File: src/design/mobt_pkg.sv
package mobt_pkg;

    localparam int NUM_INPUTS   = 4;
    localparam int NUM_HIDDEN   = 4;
    localparam int FRAC_BITS    = 12;
    localparam int SIG_ENTRIES  = 256;
    localparam int SIG_W        = FRAC_BITS + 1;
    localparam int IDX_W        = $clog2(SIG_ENTRIES);
    localparam int LR_W         = 15;
    localparam int WIDX_W       = 5;

    localparam longint unsigned GRID_STEPS = 64'd65536;
    localparam longint unsigned SIG_START  = 64'd360079;
    localparam longint unsigned Q30_ONE    = 64'd1 << 30;

    localparam logic [LR_W-1:0] LR_IH_RESET = 15'd2867;
    localparam logic [LR_W-1:0] LR_HO_RESET = 15'd287;

    typedef enum logic [1:0] {
        CMD_INFER = 2'd0,
        CMD_TRAIN = 2'd1,
        CMD_LOAD  = 2'd2,
        CMD_SPARE = 2'd3
    } cmd_t;

    typedef enum logic [0:0] {
        REG_LR_IH = 1'b0,
        REG_LR_HO = 1'b1
    } reg_idx_t;

    typedef enum logic [3:0] {
        ST_IDLE,
        ST_LOAD,
        ST_HSUM,
        ST_SIG,
        ST_PROD,
        ST_MERGE,
        ST_TSTEP,
        ST_UPO,
        ST_G1,
        ST_G2,
        ST_GSTEP,
        ST_UPH,
        ST_DONE
    } state_t;

    typedef struct packed {
        logic hsum;
        logic sig;
        logic prod;
        logic upo;
        logic g1;
        logic g2;
        logic gstep;
        logic uph;
        logic load;
    } lane_ctrl_t;

    typedef logic [SIG_ENTRIES-1:0][SIG_W-1:0] sig_rom_t;

    // Euler integration of s' = s(1-s) on a Q2.30 accumulator
    function automatic sig_rom_t build_sig_rom();
        sig_rom_t        rom;
        longint unsigned s;
        longint unsigned pos;
        longint unsigned tgt;
        rom = '0;
        s   = SIG_START;
        pos = 0;
        for (int k = 0; k < SIG_ENTRIES; k++) begin
            tgt = (longint'(k) * GRID_STEPS) / SIG_ENTRIES;
            while (pos < tgt) begin
                s   = s + ((s * (Q30_ONE - s)) >> 42);
                pos = pos + 1;
            end
            rom[k] = SIG_W'((s + (64'd1 << (29 - FRAC_BITS))) >> (30 - FRAC_BITS));
        end
        return rom;
    endfunction

    localparam sig_rom_t SIG_ROM = build_sig_rom();

    function automatic logic signed [15:0] sat16(input logic signed [47:0] v);
        if (v > 48'sd32767) begin
            return 16'sh7fff;
        end else if (v < -48'sd32768) begin
            return 16'sh8000;
        end
        return v[15:0];
    endfunction

endpackage

File: src/design/mobt_merge.sv
module mobt_merge (
    input  logic                                       aclk,
    input  logic                                       merge_en,
    input  logic                                       t_en,
    input  logic [mobt_pkg::NUM_HIDDEN-1:0][31:0]      prods,
    input  logic signed [15:0]                         target_value,
    input  logic [mobt_pkg::LR_W-1:0]                  lr_ho,
    output logic signed [15:0]                         pred,
    output logic signed [15:0]                         err,
    output logic signed [18:0]                         t
);

    localparam int F = mobt_pkg::FRAC_BITS;

    logic signed [15:0] pred_reg;
    logic signed [15:0] err_reg;
    logic signed [18:0] t_reg;
    logic signed [33:0] sum;
    logic signed [15:0] pred_c;
    logic signed [15:0] err_c;
    logic signed [31:0] tp;

    // combine lane products into the output unit
    always_comb begin
        sum = '0;
        for (int i = 0; i < mobt_pkg::NUM_HIDDEN; i++) begin
            sum = sum + 34'($signed(prods[i]));
        end
        pred_c = mobt_pkg::sat16(48'(sum >>> F));
        err_c  = mobt_pkg::sat16(48'(pred_c) - 48'(target_value));
        tp     = $signed({17'b0, lr_ho}) * 32'(err_reg);
    end

    always_ff @(posedge aclk) begin
        if (merge_en) begin
            pred_reg <= pred_c;
            err_reg  <= err_c;
        end
        if (t_en) t_reg <= 19'(tp >>> F);
    end

    assign pred = pred_reg;
    assign err  = err_reg;
    assign t    = t_reg;

endmodule

File: config.mk
export PLATFORM = sky130hd
export DESIGN_NAME = mobt_merge
export DESIGN_NICKNAME = d
export VERILOG_FILES = /design/src/design/mobt_pkg.sv /design/src/design/mobt_merge.sv
export SDC_FILE = /design/constraint.sdc
export NUM_CORES = 1
export LEC_CHECK = 0
export BUFFER_PORTS_ARGS = -buffer_cell sky130_fd_sc_hd__buf_2
export CORE_AREA = 2 2 170 172
export CTS_CLUSTER_DIAMETER = 60
export CTS_CLUSTER_SIZE = 40
export DETAILED_ROUTE_END_ITERATION = 12
export DIE_AREA = 0 0 172 174
export PLACE_DENSITY = 0.71
export SYNTH_ARGS = -nofsm -noshare
export SYNTH_HDL_FRONTEND = slang
export SYNTH_SLANG_ARGS = --single-unit
File: constraint.sdc
create_clock -name aclk -period 8 [get_ports aclk]
set_clock_uncertainty 0.15 [all_clocks]
set_input_delay 0.8 -clock aclk [delete_from_list [all_inputs] [get_ports aclk]]
set_output_delay 0.8 -clock aclk [all_outputs]
set_load 0.02 [all_outputs]
==> impl_metrics.py, run 1 <==
metrics = {
    "outcome": {
        "status": "complete, no violations",
    },
    "critical_path": {
        "setup.worst_path.end_class": "flop",
        "arrival_ps": 7630,
        "r2r_end": "t[17]$_DFFE_PP_",
        "cp_max_fo": 15,
        "worst_ep_required_time_ps": 7930,
        "r2r_start": "err[7]$_DFFE_PP_",
        "worstSetupPathType": "input pin to flop",
        "timing.reg2reg.setup_slack_ps": 890,
        "cp-start-kind": "input pin",
        "rr_worst_depth": 20,
    },
    "routing": {
        "routedWlPerCell_um": 15.5,
        "routed_via_density": 5.14,
        "antenna_left": 0,
        "dr.pass1.iters": 5,
        "vias": 10900,
        "drt_iter0_markers": 692,
        "drc": 0,
        "drt_wl_total_mm": 33.0,
    },
    "hold_path": {
        "min_path_cells": 3,
        "hold_path.class": "input pin to flop",
        "worstHoldStart": "target_value[0]",
        "min_to": "err[0]$_DFFE_PP_",
    },
    "yosys": {
        "ys_seq_elements": 51,
        "syn_inst": 1542,
        "synth_edf_count": 51,
        "yosys_most_used_dff": "edfxtp_1",
        "syn_nets": 2108,
        "yosysWarnings": 0,
        "synth-seq-area-share": 0.111,
        "ys_types": 65,
        "async_flop_share": 0,
        "syn_area_mm2": 0.0138,
        "synth_top_area_share": 0.354,
        "yosys.area.top_type": "fa_1",
        "synthTopCellsByArea": "fa_1 (35%), ha_1 (15%), edfxtp_1 (11%)",
        "syn_area_per_cell_um2": 8.94,
    },
    "die": {
        "die_x_um": 172,
        "dieHeight_um": 174,
        "start_util": 0.488,
        "io_pins": 213,
        "rows": 62,
        "fp.dieArea_mm2": 0.0299,
        "core_area_mm2": 0.0282,
    },
    "clock_network": {
        "clk-insertion-delay-late_ps": 320,
        "cts-root-buf": "clkbuf_16",
        "cts_tree": "done",
        "numCtsBuffers": 5,
        "h-tree-depth": 2,
        "ctsResizeCount": 0,
        "cts_num_sinks": 51,
        "clkSlewWorstSetupHoldPaths_ps": 90,
        "hold_buffers": 0,
        "postCtsSetupBuffers": 0,
        "cts_max_path_buffers": 2,
    },
    "grt": {
        "grt_usage": 0.235,
        "grt_max_degree": 33,
        "grt_antenna_before_repair": 5,
        "grt-ovfl-total": 0,
        "grt_pass1_vias": 11700,
        "grt_pass1_wl_mm": 55.9,
    },
    "cells_and_area": {
        "area_growth_pct": 12.4,
        "drive_gt1_frac": 0.147,
        "regArea_mm2": 0.00153,
        "num-fill-cells": 2630,
        "stdcell_count": 2126,
        "largest_register_ffs": 19,
        "multiInputGateArea_mm2": 0.0106,
        "nets": 2302,
    },
    "timing": {
        "final.period_utilization": 0.962,
        "layout_setup_ws_ps": 303,
        "max_freq_mhz": 130,
        "post-route-min-period_ps": 7700,
        "hold_viol": 0,
        "worst_pin_slew_ps": 872,
        "slew_headroom": 0.419,
        "slew_viol_final": 0,
        "setup_violations": 0,
    },
    "place": {
        "placed_cells": 2113,
        "place.gp.congestion": 0.901,
        "dp_hpwl_mm": 27.5,
        "dp_slack_ps": -103,
        "io_buffers": 212,
    },
    "flow_run": {
        "maxCapViolCount": 0,
    },
}
layout by cell type, fill, tap and decap left out, types with 18 or more instances in the layout:
cell type	n
ha_1	160
nand2_1	167
inv_1	406
xnor2_1	36
a21oi_1	66
nand2b_1	18
buf_4	19
buf_2	212
and2_1	89
fa_1	244
nor3_1	19
o21ai_0	20
a21o_1	24
edfxtp_1	51
nor2_1	37
critical path, stage by stage:
cell and delay (ps):
buf_2 70, inv_1 40, fa_1 530, inv_1 50
fa_1 430, ha_1 320, a211oi_1 220, o21ai_0 210
a2111oi_1 430, a211oi_1 130, buf_4 190, a221oi_2 250
xnor2_1 110, a2111o_1 400, o31a_1 280, o21ai_1 230
ha_1 210, inv_1 60, fa_1 400, a21o_1 190
a21o_1 200, a2111oi_1 470, nor3_1 140, o31a_1 350
a31o_1 280, nor3_1 240, mux2_4 300, o21ai_1 80
per-stage QoR:
stage / utilization / TNS (ps) / hold WS (ps) / cell area [um^2]
global route: 0.549 / -471 / 797 / 15500
CTS: 0.548 / 0 / 776 / 15500
global placement: 0.542 / -41.3 / 1050 / 15300
detailed placement: 0.542 / -1140 / 1040 / 15300
floorplan: - / 0 / 762 / 13800
finish: 0.549 / 0 / 780 / 15500
synthesized netlist by cell type (2+ instances only):
master	n
o31a_1	4
o21ai_0	20
o211ai_1	5
a21o_1	24
xor2_1	17
a2bb2oi_1	4
a2111oi_0	2
or2_2	2
inv_1	406
nand3_1	15
or3_1	6
ha_1	160
o21bai_1	6
nand2_1	167
a21oi_2	2
a21boi_0	2
o31ai_1	2
xnor2_1	36
nor2_1	38
edfxtp_1	51
nand4_1	10
nor2b_1	5
a211o_1	5
a211oi_1	9
o21ai_1	15
nor3_1	19
buf_2	9
nor3b_1	2
and3_1	5
a21oi_1	66
a311oi_1	2
and4_1	3
fa_1	244
o21a_1	7
and2_1	89
a2111oi_1	2
nand2b_1	18
o2111ai_1	2
clkbuf_1	35
cell type report:
cell class | count | share of cell area
multi-input cells | 1039 | 0.681
flip-flops and latches | 51 | 0.0989
inverters | 407 | 0.0986
repair buffers | 232 | 0.0790
well taps | 384 | 0.0310
clock buffers | 5 | 0.00808
clock inverters | 3 | 0.00218
diodes | 5 | 0.000808
layer usage:
metal	wire length (um)	part of all wire	track usage
met2	16200	0.49	0.408
met5	0	0	0
met1	13300	0.40	0.291
met4	1310	0.040	0.0914
met3	2110	0.064	0.0383
how the worst max path moves through the flow:
stage	from	end	slack, ps	cells past startpoint
after detailed placement	prods[23]	err[3]$_DFFE_PP_	-100	27
after floorplan	prods[27]	err[0]$_DFFE_PP_	700	28
after global routing	prods[8]	err[3]$_DFFE_PP_	-50	28
final	prods[8]	err[3]$_DFFE_PP_	300	28
after CTS	prods[23]	err[3]$_DFFE_PP_	230	27
after global placement	prods[23]	err[3]$_DFFE_PP_	-20	27
kinds of logic (layout without fill, tap and decap cells):
group	Yosys count	after routing	synth area share
buffers and inverters	452	647	0.124
muxes	2	2	0.00154
AOI/OAI and AO/OA	197	197	0.0951
adders and majority gates	404	404	0.500
other	0	5	0
DFF	51	51	0.111
xor gates and xnor gates	53	53	0.0337
and+or+nand+nor	383	383	0.135
Power of run 1 is left out: the tool's default activity adds up to more than one toggle a clock period on the data nets, which glitch-free logic cannot reach.
==> run 2: changes to the inputs <==
--- a/config.mk
+++ b/config.mk
@@ -12,6 +12,7 @@
 export DETAILED_ROUTE_END_ITERATION = 12
 export DIE_AREA = 0 0 172 174
 export PLACE_DENSITY = 0.71
+export SETUP_SLACK_MARGIN = 0.5
 export SYNTH_ARGS = -nofsm -noshare
 export SYNTH_HDL_FRONTEND = slang
 export SYNTH_SLANG_ARGS = --single-unit
==> impl_metrics.py, run 2 (synthesis gave the netlist of run 1 again) <==
metrics = {
    "outcome": {
        "status": "complete, no violations",
    },
    "critical_path": {
        "cpPeakStageDelay_ps": 520,
        "rr_worst_depth": 21,
        "critPathTopFamily": "compound AO/OA/AOI/OAI gates",
        "setup.worst_path.end_class": "flop",
        "critPathSlowestCell": "fa_1",
        "critical_path_depth": 28,
        "worstSetupPathType": "input pin to flop",
        "cp_max_fo": 8,
        "arrival_ps": 7120,
        "cp-start-kind": "input pin",
        "worst_ep_required_time_ps": 7930,
        "cp_num_buf_inv": 5,
    },
    "die": {
        "dieHeight_um": 174,
        "rows": 62,
        "io_pins": 213,
        "fp.dieArea_mm2": 0.0299,
        "start_util": 0.488,
        "core_area_mm2": 0.0282,
        "die_x_um": 172,
    },
    "cells_and_area": {
        "stdcell_count": 2136,
        "drive_gt1_frac": 0.166,
        "nets": 2312,
        "largest_register_ffs": 19,
        "final_common_cell": "inv_1",
        "area_growth_pct": 13.9,
        "final_cell_mix": "inv_1 (406), fa_1 (244), buf_2 (212), nand2_1 (167), ha_1 (153)",
        "fin_area_mm2": 0.0157,
        "post-route-util": 0.556,
    },
    "clock_network": {
        "cts_num_sinks": 51,
        "cts-root-buf": "clkbuf_16",
        "clkSlewWorstSetupHoldPaths_ps": 90,
        "cts_tree": "done",
        "hold_buffers": 0,
        "numCtsBuffers": 5,
        "h-tree-depth": 2,
        "clk-insertion-delay-late_ps": 320,
        "cts_max_path_buffers": 2,
    },
    "routing": {
        "drt_iter0_markers": 602,
        "antenna_left": 0,
        "vias": 11000,
        "routedWlPerCell_um": 15.6,
        "routed_via_density": 5.16,
        "dr.pass1.iters": 5,
        "drt_wl_total_mm": 33.3,
        "drc": 0,
    },
    "timing": {
        "hold_viol": 0,
        "holdWs_ps": 802,
        "setup_violations": 0,
        "post-route-min-period_ps": 7190,
        "final.period_utilization": 0.899,
        "max_freq_mhz": 139,
        "rsz0062_at_grt": "no",
        "slew_viol_final": 0,
        "worst_pin_slew_ps": 781,
        "slew_headroom": 0.480,
    },
    "place": {
        "place.gp.congestion": 0.901,
        "placed_cells": 2113,
        "dp_hpwl_mm": 27.5,
        "io_buffers": 212,
        "dpl-instance-area_mm2": 0.0153,
    },
    "grt": {
        "grt-ovfl-total": 0,
        "grt_antenna_before_repair": 5,
        "grt_pass1_vias": 11700,
        "grt_usage": 0.235,
        "grt_pass1_wl_mm": 56.0,
        "grt_max_degree": 33,
    },
    "hold_path": {
        "min_path_cells": 3,
        "hold_path.class": "input pin to flop",
    },
    "flow_run": {
        "maxCapViolCount": 0,
    },
}
==> run 2: cell type report <==
| type | instances | area (um^2) |
|---|---|---|
| Clock inverter | 3 | 33.8 |
| Clock buffer | 5 | 125 |
| Fill cell | 2614 | 12500 |
| Multi-Input combinational cell | 1040 | 10700 |
| Antenna cell | 5 | 12.5 |
| Inverter | 407 | 1530 |
| Tap cell | 384 | 480 |
| Timing Repair Buffer | 241 | 1290 |
| Sequential cell | 51 | 1530 |
==> run 2: what timing repair did <==
| item | 4_1_cts | 5_1_grt |
|---|---|---|
| endpoints found under the setup margin | 15 | 17 |
| gates cloned | 0 | 1 |
| pin swaps | 3 | 8 |
| setup buffers | 0 | 9 |
| resized for setup | 9 | 26 |
==> run 2: worst paths after layout <==
path / slack (ps) / startpoint / to
max: 810 / prods[9] / err[4]$_DFFE_PP_
max reg2reg: 910 / err[5]$_DFFE_PP_ / t[18]$_DFFE_PP_
min: 800 / target_value[0] / err[0]$_DFFE_PP_
min reg2reg: 1070 / err[15]$_DFFE_PP_ / t[18]$_DFFE_PP_
==> run 2: worst register-to-register path, cell delays in order (launching register included) <==
cell       delay, ps
edfxtp_1         860
nand2_1          170
fa_1             530
inv_1             50
fa_1             530
inv_1             50
fa_1             500
inv_1             60
fa_1             490
inv_1             60
fa_1             530
inv_1             60
fa_1             480
ha_1             350
nand2_1          100
o21a_1           200
a2bb2oi_1        200
a211o_1          410
a211oi_1         580
nor2_1           120
a21oi_1          260
xnor2_1          100
==> run 2: routing by layer <==
layer  track usage  vias to the layer above  routed length (um)
li1              -                     5168                   -
met1         0.292                     5347               13500
met2         0.408                      403               16400
met3        0.0380                       95                2080
met4        0.0935                        0                1420
met5             0                        -                   0
==> run 2: stage by stage <==
stage	TNS, ps	worst slack (ps)
floorplan	0	698
global placement	-41.3	-22.1
detailed placement	-1140	-103
CTS	0	514
global route	0	495
finish	0	807
Power of run 2 is left out for the same reason.
